## src/sv/assert_macros.svh

```systemverilog
// ----------------------------------------------------------------------------
// assert_macros.svh
// Concurrent assertion shorthands used by the compositor RTL.
// ----------------------------------------------------------------------------
`ifndef ASSERT_MACROS_SVH
`define ASSERT_MACROS_SVH

`ifndef SYNTHESIS

// same-cycle implication
`define ASSERT_IMPLIES(label, clk, rst_n, ante, cons) \
	label: assert property (@(posedge clk) disable iff (!rst_n) (ante) |-> (cons)) \
	else $error("assertion failed: implication");

// next-cycle implication
`define ASSERT_NEXT(label, clk, rst_n, ante, cons) \
	label: assert property (@(posedge clk) disable iff (!rst_n) (ante) |=> (cons)) \
	else $error("assertion failed: next cycle");

`else

`define ASSERT_IMPLIES(label, clk, rst_n, ante, cons)
`define ASSERT_NEXT(label, clk, rst_n, ante, cons)

`endif

`endif

```

## src/sv/eec_pkg.sv

```systemverilog
// ----------------------------------------------------------------------------
// eec_pkg
// Shared constants, codes and types of the eased effect compositor.
// ----------------------------------------------------------------------------
`default_nettype none

package eec_pkg;

	localparam logic [16:0] ONE_Q16 = 17'd65536;

	// effect kinds
	localparam logic [3:0] FX_FADEIN   = 4'd0;
	localparam logic [3:0] FX_FADEOUT  = 4'd1;
	localparam logic [3:0] FX_SLIDEL   = 4'd2;
	localparam logic [3:0] FX_SLIDER   = 4'd3;
	localparam logic [3:0] FX_ZOOMIN   = 4'd4;
	localparam logic [3:0] FX_ZOOMOUT  = 4'd5;
	localparam logic [3:0] FX_COLOR    = 4'd6;

	// curve kinds
	localparam logic [2:0] CV_EASEIN    = 3'd1;
	localparam logic [2:0] CV_EASEINOUT = 3'd3;
	localparam logic [2:0] CV_CUSTOM    = 3'd4;

	// configuration register indexes
	localparam logic [2:0] REG_Y0      = 3'd0;
	localparam logic [2:0] REG_Y1      = 3'd1;
	localparam logic [2:0] REG_Y2      = 3'd2;
	localparam logic [2:0] REG_Y3      = 3'd3;
	localparam logic [2:0] REG_PRESENT = 3'd4;

	typedef struct packed {
		logic        done;
		logic [16:0] p;
	} prog_t;

	function automatic logic signed [31:0] sat32(input logic signed [66:0] v);
		logic signed [31:0] r;
		if (v > 67'sd2147483647) begin
			r = 32'sh7fffffff;
		end else if (v < -67'sd2147483648) begin
			r = 32'sh80000000;
		end else begin
			r = v[31:0];
		end
		return r;
	endfunction

endpackage

`default_nettype wire

```

## src/sv/eec_progress.sv

```systemverilog
// ----------------------------------------------------------------------------
// eec_progress
// Progress in Q1.16 from time, start and length; restoring divider, one
// quotient bit a cycle.
// ----------------------------------------------------------------------------
`default_nettype none

module eec_progress import eec_pkg::*; (
	input  wire logic        clk,
	input  wire logic        arst_n,
	input  wire logic        go,
	input  wire logic [31:0] t_now,
	input  wire logic [31:0] t_start,
	input  wire logic [31:0] t_len,
	output prog_t            res
);

	logic        busy_q;
	logic        done_q;
	logic [4:0]  cnt_q;
	logic [31:0] rem_q;
	logic [31:0] len_q;
	logic [15:0] quo_q;
	logic [16:0] p_q;

	logic [31:0] d;
	logic [32:0] r2;
	logic        ge;
	logic [31:0] rnext;

	assign d     = t_now - t_start;
	assign r2    = {rem_q, 1'b0};
	assign ge    = r2 >= {1'b0, len_q};
	assign rnext = ge ? 32'(r2 - {1'b0, len_q}) : r2[31:0];

	always_ff @(posedge clk or negedge arst_n) begin
		if (!arst_n) begin
			busy_q <= 1'b0;
			done_q <= 1'b0;
			cnt_q  <= 5'd0;
		end else begin
			done_q <= 1'b0;
			if (go) begin
				if (t_len == 32'd0 || t_now <= t_start || d >= t_len) begin
					done_q <= 1'b1;
				end else begin
					busy_q <= 1'b1;
					cnt_q  <= 5'd16;
				end
			end else if (busy_q) begin
				cnt_q <= cnt_q - 5'd1;
				if (cnt_q == 5'd1) begin
					busy_q <= 1'b0;
					done_q <= 1'b1;
				end
			end
		end
	end

	always_ff @(posedge clk) begin
		if (go) begin
			rem_q <= d;
			len_q <= t_len;
			quo_q <= 16'd0;
			// zero length or past the end is complete, before start is zero
			if (t_len == 32'd0) begin
				p_q <= ONE_Q16;
			end else if (t_now <= t_start) begin
				p_q <= 17'd0;
			end else if (d >= t_len) begin
				p_q <= ONE_Q16;
			end
		end else if (busy_q) begin
			rem_q <= rnext;
			quo_q <= {quo_q[14:0], ge};
			if (cnt_q == 5'd1) begin
				p_q <= {1'b0, quo_q[14:0], ge};
			end
		end
	end

	assign res.done = done_q;
	assign res.p    = p_q;

endmodule

`default_nettype wire

```

## config.mk

```make
export PLATFORM = sky130hd
export DESIGN_NAME = eec_progress
export DESIGN_NICKNAME = d
export VERILOG_FILES = /design/src/sv/assert_macros.svh /design/src/sv/eec_pkg.sv /design/src/sv/eec_progress.sv
export SDC_FILE = /design/constraint.sdc
export NUM_CORES = 1
export LEC_CHECK = 0
export BUFFER_PORTS_ARGS = -buffer_cell sky130_fd_sc_hd__buf_2
export CAP_MARGIN = 20
export CORE_MARGIN = 1
export CORE_UTILIZATION = 50
export CTS_BUF_LIST = sky130_fd_sc_hd__clkbuf_8 sky130_fd_sc_hd__clkbuf_16
export DETAILED_ROUTE_END_ITERATION = 16
export PLACE_DENSITY_LB_ADDON = 0.15
export SLEW_MARGIN = 40
export SYNTH_ARGS = -nofsm -noshare
export SYNTH_HDL_FRONTEND = slang
export SYNTH_SLANG_ARGS = --single-unit
```

## constraint.sdc

```tcl
create_clock -name clk -period 7.45 [get_ports clk]
set_clock_uncertainty 0.05 [all_clocks]
set_input_delay 0 -clock clk [delete_from_list [all_inputs] [get_ports clk]]
set_output_delay 0 -clock clk [all_outputs]
set_load 0.05 [all_outputs]
```

== Word-level counts from Yosys, hierarchy flattened ==
Index checks and enable logic that the tools add are counted.

* Bits in registers: 103
* Bits in latches: 0
* Memory bits (writable): 0
* Bits in read-only memories: 0
* Input bits: 99
* Memories: 0

* $add $sub $neg: 3
* Multipliers: 0
* Divide/modulo/power cells: 0
* $lt $le $gt $ge: 3
* Equality and inequality tests: 3
* Shifts and indexed selects: 0
* Muxes and demuxes: 20
* Bitwise operators: 0
* Reduce and logical (&&, ||, !) cells: 7

{| class="wikitable"
|+ Operators by type and width
! kind !! count
|-
| 17-bit two-way mux || 6
|-
| 32-bit two-way mux || 3
|-
| 32-bit subtractor || 2
|-
| 33-bit by 32-bit greater-or-equal comparator with 1-bit output || 1
|-
| 32-bit greater-or-equal comparator || 1
|-
| 32-bit <= comparator || 1
|-
| 32-bit logical NOT || 1
|-
| 5-bit two-way mux || 3
|-
| 1-bit two-way mux || 8
|-
| 5-bit by 1-bit == test with 1-bit output (second input constant) || 1
|-
| 5-bit by 1-bit subtractor with 5-bit output (second input constant) || 1
|-
| 4-bit by 1-bit inequality test with 1-bit output (second input constant) || 1
|-
| 2-bit nonzero test || 2
|-
| 3-bit AND reduction || 1
|-
| 1-bit logical OR || 2
|-
| 2-bit inequality test (second input constant) || 1
|-
| 2-bit AND reduction || 1
|}

== Logic depth before layout (Yosys ltp) ==
Gate-level depths: netlist of the first run.

* Word-level depth: 6
* Depth in mapped cells: 22

== Worst setup path before layout of the first run ==
Ideal clock, no wire load.

* Kind: input -> register
* Start point: input t_now[0]
* End point: register p_q[0] (enable)
* Data arrival time: 4.230 ns
* Data required time: 7.010 ns
* Path slack: 2.780 ns
* Stages: 22
* Cells stage by stage: inv_1 > ha_1 > inv_1 > fa_1 > a21oi_1 > o211ai_1 > a31o_2 > a21oi_2 > o31ai_1 > a31o_2 > a221oi_2 > o21ai_1 > xnor2_1 > ha_1 > nand4_1 > nor2_1 > nand3_1 > a211oi_1 > nor3_1 > a21bo_2 > nand2_1 > nor2_1

* Cells in the longest elaborated chain, start to end: 4

{| class="wikitable"
|+ RTL lines
! item !! RTL line !! source
|-
| from (decl) || eec_progress.sv:12 || <nowiki>input wire logic [31:0] t_now,</nowiki>
|-
| 32-bit subtractor || eec_progress.sv:31 || <nowiki>assign d = t_now - t_start;</nowiki>
|-
| 32-bit greater-or-equal comparator || eec_progress.sv:70 || <nowiki>end else if (d >= t_len) begin</nowiki>
|-
| 4-bit by 1-bit inequality test with 1-bit output (no line) (*) || -- ||
|-
| 3-bit AND reduction (no line) (*) || -- ||
|-
| to (signal assigned) || eec_progress.sv:77 || <nowiki>p_q <= {1'b0, quo_q[14:0], ge};</nowiki>
|-
| to (decl) || eec_progress.sv:24 || <nowiki>logic [16:0] p_q;</nowiki>
|}

Every way passes the cells marked *; elsewhere a longest branch is shown, timed or not.
A chain may end at the register's enable or synchronous reset.

== Worst setup path in the final report of the first run ==
Ends and elaborated chain as after synthesis.

==> flow_summary.yaml, run 1 <==
floorplanning:
  die_w_um: 132
  rows: 47
  boundaryPins: 117
  dieHeight_um: 132
  coreArea_um2: 16500
  die-area_um2: 17400
  start_util_pct: 51.2
placement:
  pre_cts_ws_ns: 2.70
  port_buffers: 116
  place_congestion: 0.897
  dp.cells: 1259
  dpl.hpwl_um: 16800
clock_tree:
  cts_tree: "built"
  postCtsSetupBuffers: 0
  clock_path_buffers: 2
  cts_resized: 0
  clk_latency_ns: 0.36
  htreeDepth: 3
  hold_buffers: 34
  cts_made_buffers: 9
  cts-root-buf: "clkbuf_16"
  numClockSinks: 103
  clkSlewWorstSetupHoldPaths_ns: 0.07
timing:
  fmax_mhz: 228
  relSlewSlack_pct: 53.4
  rsz0062_at_grt: "no"
  tns_ns: 0
  fin_ws_ns: 3.07
  period_minus_slack_ns: 4.38
  worst_pin_slew_ns: 0.692
  finalSetupViolations: 0
  drv_slew: 0
  finalCritPeriodShare_pct: 58.8
  hold_viol: 0
  whs_ns: 0.112
layout:
  layout_commonest_cell: "inv_1"
  multi_input_area_um2: 5010
  syn_to_final_growth_pct: 17.0
  seqCellArea_um2: 2910
  drive_gt1_share_pct: 16.7
  finalNonFillerCells: 1309
  antenna_cells: 0
  final_cell_mix: "inv_1 (118), buf_2 (116), ha_1 (98)"
  finalNetCount: 1283
  n_fill_cell: 1458
grt:
  first_global_vias: 6817
  grt-ovfl-total: 0
  grt_max_degree: 51
  grt_usage_pct: 25.4
  grt_pass1_wl_um: 34600
  antenna_found_initial: 0
synthesis:
  syn_area_um2: 8460
  synthArstFlopShare_pct: 6.80
  ys_types: 73
  ys_ff_latch: 103
  synth_nets: 1139
  synth-seq-area-share_pct: 34.4
  synth_area_per_cell_um2: 9.00
  yosys_warnings: 0
  synth_edf_count: 81
  synthFlopType: "edfxtp_1"
  synth_cells: 940
worst_setup_path:
  cp.arrival_ns: 4.38
  crit_path_start_kind: "input port"
  worstPathRequired_ns: 7.45
  r2r_slack_ns: 3.75
  crit_type: "in -> reg"
  critPathCaptureType: "flip-flop"
  crit_fanout: 17
routing:
  routedWlPerCell_um: 16.6
  viasPerCell: 5.54
  dr.pass1.iters: 5
  drt_iter0_drc: 569
  wl_um: 21700
  drtAntennaViolNets: 0
  drc_errors: 0
  num_vias: 7250
worst_hold_path:
  min_path_type: "in -> reg"
power:
  p_switching_mw: 1.30
  power_density_nw_per_um2: 311
  ir_worst_vdd_v: 0.000143
  switching_share_pct: 42.0
  clockPowerShare_pct: 15.5
  p_leak_nw: 4.68
  p_int_mw: 1.79
  pwr-share-comb_pct: 55.8
  p_total_mw: 3.08
  pwr-share-seq_pct: 28.8
job:
  maxCapViolCount: 0
run_status:
  outcome: "finished, final reports clean"
[critical path: stages]
cell and delay, ns:
buf_2 0.10, inv_1 0.05, ha_1 0.18, inv_1 0.06, fa_1 0.40, a21oi_1 0.22
o211ai_1 0.13, a31o_2 0.30, a21oi_2 0.23, o31ai_1 0.11, a31o_2 0.28, a221oi_2 0.33
o21ai_1 0.16, xnor2_1 0.15, ha_1 0.29, nand4_1 0.12, nor2_1 0.17, nand3_1 0.09
a211oi_1 0.25, nor3_1 0.09, a21bo_2 0.20, nand2_1 0.09, nor2_1 0.11, buf_4 0.26
[per-stage QoR]
step                util, %  area, um^2
finish                 59.9        9900
detailed placement     56.0        9260
global placement       56.0        9250
floorplan                 -        8460
global route           59.9        9900
CTS                    59.9        9900
[cell families (layout without fill, tap and decap cells)]
logic type                 count (synthesis)  count (layout)  share of synthesized area (%)
buffers and inverters                    140             289                           6.42
xor gates and xnor gates                  57              57                           5.90
adders and majority gates                100             100                           15.0
and+or+nand+nor                          258             258                           15.0
AOI/OAI and AO/OA                        252             252                           19.2
muxes                                     30              30                           4.19
DFF                                      103             103                           34.4
[Yosys cell counts (4+ instances only)]
cell type	count	share of area [%]
nand3_1	19	1.1
a31oi_1	17	1.3
and3_1	11	0.81
nor2_1	57	2.5
o21a_1	7	0.62
o21bai_1	6	0.53
a211oi_1	4	0.35
nand2_1	76	3.4
ha_1	98	14
xor2_1	19	2.0
or2_2	5	0.37
clkbuf_1	14	0.62
nor4_1	11	0.81
nor2b_1	25	1.8
o211ai_1	4	0.35
a21o_1	34	3.0
nand4_1	19	1.4
nor3_1	12	0.71
o22ai_1	5	0.37
mux2_2	19	2.5
buf_2	5	0.30
a21oi_1	83	4.9
edfxtp_1	81	29
dfxtp_1	15	3.5
mux2_4	6	1.1
dfrtp_1	7	2.1
a31o_2	4	0.41
mux2i_1	5	0.59
xnor2_1	38	3.9
nand2b_1	9	0.67
inv_1	118	5.2
o21ai_0	47	2.8
[layout make-up]
type	count	share of cell area (%)
Multi-Input combinational cell	697	50.6
Clock inverter	6	0.632
Sequential cell	103	29.4
Clock buffer	10	2.41
Inverter	118	4.47
Tap cell	220	2.78
Timing Repair Buffer	155	9.68
[power by group through the flow]
stage	Combinational, mW	Sequential, mW	Clock (mW)
after floorplan	1.28	0.924	0
after global routing	1.90	0.907	0.503
final	1.72	0.886	0.477
after CTS	1.70	0.886	0.483
after detailed placement	1.68	0.896	0
after global placement	1.67	0.894	0
[registers in the layout, indices dropped and copies added, names as in the netlist]
signal,count
cnt_q,5
rem_q,32
p_q,17
quo_q,15
busy_q,1
done_q,1
len_q,32
[final timing paths]
check,endpoint,startpoint,cells past startpoint
max,p_q[0]$_SDFFCE_PP0P_,t_now[0],24
min,len_q[17]$_DFFE_PP_,go,1
max reg2reg,rem_q[23]$_DFFE_PP_,len_q[8]$_DFFE_PP_,12
min reg2reg,quo_q[14]$_SDFFE_PP0P_,quo_q[13]$_SDFFE_PP0P_,2
max in group asynchronous,cnt_q[3]$_DFFE_PN0P_,arst_n,3
min in group asynchronous,busy_q$_DFFE_PN0P_,arst_n,3
[routing by layer]
metal | global-route usage, % | routed length, um | part of all wire, % | vias to the layer above
met5 | 0 | 0 | 0 | -
met1 | 35.9 | 10300 | 47 | 3332
met4 | 8.01 | 442 | 2.0 | 0
met3 | 5.04 | 1460 | 6.7 | 29
met2 | 38.9 | 9560 | 44 | 215
li1 | - | - | - | 3674
Note: power is estimated with default switching activity, not from simulation.
==> run 2: changes to the inputs <==
- clock period: 7.45 -> 3.55 ns (I/O delays scaled with it)
==> flow_summary.yaml, run 2 (synthesis gave the netlist of run 1 again) <==
power:
  p_total_mw: 6.88
  ir_worst_vdd_v: 0.000321
  power_density_nw_per_um2: 622
  p_leak_nw: 5.35
grt:
  first_global_vias: 7626
  grt_pass1_wl_um: 36700
  antenna_found_initial: 0
  grt-ovfl-total: 0
  grt_max_degree: 51
  grt_usage_pct: 26.7
floorplanning:
  start_util_pct: 51.2
  die_w_um: 132
  rows: 47
  coreArea_um2: 16500
  dieHeight_um: 132
  die-area_um2: 17400
  boundaryPins: 117
clock_tree:
  cts_made_buffers: 9
  numClockSinks: 103
  cts-root-buf: "clkbuf_16"
  htreeDepth: 3
  clkSlewWorstSetupHoldPaths_ns: 0.07
  cts_tree: "built"
  clk_latency_ns: 0.36
  clock_path_buffers: 2
layout:
  final_cell_mix: "buf_4 (132), inv_1 (116), buf_2 (115)"
  top_regs: "len_q x32, rem_q x32, p_q x17"
  layout_commonest_cell: "buf_4"
  finalNetCount: 1414
  drive_gt1_share_pct: 27.1
  antenna_cells: 0
  syn_to_final_growth_pct: 30.7
timing:
  fmax_mhz: 263
  drv_slew: 0
  worst_pin_slew_ns: 0.608
  fin_ws_ns: -0.255
  finalSetupViolations: 24
  hold_viol: 0
  rsz0062_at_grt: "yes"
  finalCritPeriodShare_pct: 107
  period_minus_slack_ns: 3.80
  relSlewSlack_pct: 59.5
routing:
  num_vias: 7738
  drc_errors: 0
  dr.pass1.iters: 5
  viasPerCell: 5.37
  wl_um: 22600
  drtAntennaViolNets: 0
  drt_iter0_drc: 500
  routedWlPerCell_um: 15.7
worst_setup_path:
  crit_fanout: 17
  cp.arrival_ns: 3.82
  critPathCaptureType: "flip-flop"
  worstPathRequired_ns: 3.57
  crit_path_start_kind: "input port"
  crit_type: "in -> reg"
worst_hold_path:
  min_path_type: "in -> reg"
placement:
  pre_cts_ws_ns: -0.906
  dpl.hpwl_um: 17800
  port_buffers: 116
  place_congestion: 0.951
run_status:
  outcome: "finished with violations"
  violations: "setup timing"
job:
  maxCapViolCount: 0
==> run 2: critical path: stages <==
cell	delay, ns
buf_8	0.11
inv_12	0.04
ha_4	0.13
inv_2	0.03
fa_2	0.34
a21oi_2	0.17
o211ai_1	0.11
a31o_2	0.27
a21oi_4	0.16
o31ai_2	0.09
a31o_2	0.26
a221oi_2	0.26
o21ai_1	0.13
xnor2_1	0.14
ha_1	0.29
nand4_1	0.16
nor4_2	0.29
a22o_1	0.19
nor3_1	0.06
a21bo_2	0.20
nand2_2	0.07
nor2_4	0.14
buf_12	0.16
==> run 2: routing by layer <==
metal,vias to the layer above,share of wire [%],global-route usage [%]
li1,3929,-,-
met1,3526,46,35.5
met2,233,46,43.3
met3,50,4.9,3.73
met4,0,3.3,11.9
met5,-,0,0
==> run 2: final cells by class <==
cell class,instances,area (um^2)
clock buffers,11,264
clock inverters,5,56.3
fillers,1325,5470
inverters,118,455
multi-input cells,697,5120
flip-flops and latches,103,2910
well taps,220,275
repair buffers,286,1980
==> run 2: worst paths after layout <==
| check | startpoint | slack (ns) | cells past startpoint | end |
|---|---|---|---|---|
| hold / removal | t_start[0] | 0.09 | 3 | rem_q[0]$_DFFE_PP_ |
| setup reg to reg | len_q[0]$_DFFE_PP_ | 0.18 | 10 | rem_q[30]$_DFFE_PP_ |
| setup / recovery | t_now[0] | -0.25 | 23 | p_q[0]$_SDFFCE_PP0P_ |
| min in group asynchronous | arst_n | 0.53 | 3 | cnt_q[1]$_DFFE_PN0P_ |
| max in group asynchronous | arst_n | 2.68 | 3 | done_q$_DFF_PN0_ |
| hold reg to reg | quo_q[14]$_SDFFE_PP0P_ | 0.45 | 2 | quo_q[14]$_SDFFE_PP0P_ |
==> run 2: metrics by stage <==
stage          utilization, %  hold WS, ns  cells  area [um^2]  TNS (ns)
2_1_floorplan               -       -0.346    940         8510     -7.61
3_3_place_gp             61.7       -0.210   1379        10200    -17.19
3_5_place_dp             61.7       -0.210   1379        10200    -19.42
4_1_cts                  66.4       0.0703   1435        11000     -4.90
5_1_grt                  66.9       0.0824   1440        11100    -11.45
6_report                 66.9       0.0851   1440        11100     -5.61
==> run 2: report_power, final <==
part           internal, mW  switching [mW]  total [mW]  leakage [nW]
clock network         0.558           0.480        1.04         0.158
registers              1.70           0.163        1.86          1.02
logic                  1.81            2.17        3.98          4.18
total                  4.07            2.81        6.88          5.35
==> run 2: repair_timing <==
action	4_1_cts	5_1_grt
hold buffers	34	0
setup buffers	7	5
endpoints found under the hold margin	39	0
pin swaps	10	3
endpoints found under the setup margin	24	24
gates resized for setup	14	7
==> run 3: changes to the inputs <==
- CORE_UTILIZATION: 50 -> 46
- REMOVE_ABC_BUFFERS: default -> 1
==> flow_summary.yaml, run 3 (synthesis gave the netlist of run 1 again) <==
grt:
  grt_max_degree: 66
  grt-ovfl-total: 0
  grt_usage_pct: 25.6
  grt_pass1_wl_um: 37400
  antenna_found_initial: 0
  first_global_vias: 7586
layout:
  syn_to_final_growth_pct: 32.9
  antenna_cells: 0
  layout_commonest_cell: "buf_4"
  drive_gt1_share_pct: 28.5
  top_regs: "len_q x32, rem_q x32, p_q x17"
  finalNetCount: 1424
  final_cell_mix: "buf_4 (142), inv_1 (116), buf_2 (115)"
routing:
  num_vias: 7836
  wl_um: 23500
  drtAntennaViolNets: 0
  viasPerCell: 5.37
  drc_errors: 0
  drt_iter0_drc: 485
  routedWlPerCell_um: 16.1
  dr.pass1.iters: 7
floorplanning:
  die_w_um: 138
  boundaryPins: 117
  coreArea_um2: 18000
  die-area_um2: 18900
  dieHeight_um: 138
  start_util_pct: 47.1
  rows: 49
clock_tree:
  numClockSinks: 103
  clk_latency_ns: 0.35
  cts_made_buffers: 9
  htreeDepth: 3
  cts_tree: "built"
  clkSlewWorstSetupHoldPaths_ns: 0.08
  cts-root-buf: "clkbuf_16"
  clock_path_buffers: 2
placement:
  dpl.hpwl_um: 18000
  place_congestion: 0.880
  port_buffers: 116
worst_setup_path:
  crit_path_start_kind: "input port"
  critPathSlowestCell: "fa_2"
  crit_type: "in -> reg"
  cp.arrival_ns: 4.04
  critPathCaptureType: "flip-flop"
  worstPathRequired_ns: 3.58
  crit_fanout: 8
  slowest_delay_ns: 0.34
power:
  p_leak_nw: 5.44
  p_total_mw: 7.06
  power_density_nw_per_um2: 628
  p_int_mw: 4.13
  pwr-share-seq_pct: 26.3
  ir_worst_vdd_v: 0.000294
  pwr-share-comb_pct: 58.6
  p_switching_mw: 2.93
  switching_share_pct: 41.4
  clockPowerShare_pct: 15.1
timing:
  finalCritPeriodShare_pct: 113
  drv_slew: 0
  fmax_mhz: 249
  finalSetupViolations: 24
  period_minus_slack_ns: 4.01
  rsz0062_at_grt: "yes"
  tns_ns: -9.09
  fin_ws_ns: -0.463
  relSlewSlack_pct: 41.7
  worst_pin_slew_ns: 0.867
  hold_viol: 0
run_status:
  outcome: "finished with violations"
  violations: "setup timing"
worst_hold_path:
  min_path_type: "in -> reg"
job:
  maxCapViolCount: 0
==> run 3: cell type report <==
class | instances | area, um^2
Sequential cell | 103 | 2910
Inverter | 118 | 445
Clock inverter | 7 | 97.6
Multi-Input combinational cell | 697 | 5220
Timing Repair Buffer | 296 | 2060
Tap cell | 229 | 287
Clock buffer | 9 | 225
Fill cell | 1541 | 6720
==> run 3: worst max-delay path: cells and delay by family <==
kind | cells | cell delay [ns]
XOR/XNOR | 1 | 0.15
AND/OR/NAND/NOR | 7 | 0.96
buffers and inverters | 5 | 0.42
adder cells (fa/ha/maj) | 3 | 0.78
AO/OA/AOI/OAI | 9 | 1.73
==> run 3: power groups by stage <==
stage          registers, mW  logic (mW)  clock network [mW]
6_report                1.86        4.14                1.07
5_1_grt                 1.89        4.57                1.12
4_1_cts                 1.85        4.03                1.08
3_5_place_dp            1.88        3.87                   0
3_3_place_gp            1.87        3.84                   0
2_1_floorplan           1.96        2.61                   0
==> run 3: path summary, 6_finish.rpt <==
check                                    endpoint  depth (start not counted)              startpoint  slack, ns
setup / recovery             p_q[2]$_SDFFCE_PP0P_                         25                t_now[0]      -0.46
hold / removal                 rem_q[0]$_DFFE_PP_                          3              t_start[0]       0.09
setup reg to reg               rem_q[9]$_DFFE_PP_                         10      rem_q[2]$_DFFE_PP_       0.22
hold reg to reg            quo_q[14]$_SDFFE_PP0P_                          2  quo_q[14]$_SDFFE_PP0P_       0.44
max in group asynchronous        done_q$_DFF_PN0_                          3                  arst_n       2.68
min in group asynchronous    cnt_q[2]$_DFFE_PN0P_                          3                  arst_n       0.53
==> run 3: repair_timing <==
item                                    CTS  global route
gates cloned                              1             0
hold buffers                             34             0
setup buffers                            18             6
pin swaps                                12             6
resized for setup                        21            25
hold endpoints to repair                 39             0
endpoints found under the setup margin   24            25
==> run 3: metrics by stage <==
| step | hold WS (ns) | setup slack, ns | area, um^2 | std cells | utilization, % |
|---|---|---|---|---|---|
| 2_1_floorplan | -0.346 | -1.12 | 8360 | 918 | - |
| 3_3_place_gp | -0.208 | -0.924 | 10200 | 1390 | 56.7 |
| 3_5_place_dp | -0.205 | -1.06 | 10200 | 1390 | 56.7 |
| 4_1_cts | 0.0739 | -0.323 | 11100 | 1459 | 61.9 |
| 5_1_grt | 0.103 | -0.606 | 11200 | 1459 | 62.6 |
| 6_report | 0.0907 | -0.463 | 11200 | 1459 | 62.6 |
==> run 3: metal layers <==
metal  vias up  track usage, %  routed length, um
met5         -               0                  0
met4         0            11.0                689
met3        45            3.79               1220
met2       281            38.4              10200
met1      3558            36.2              11400
li1       3952               -                  -
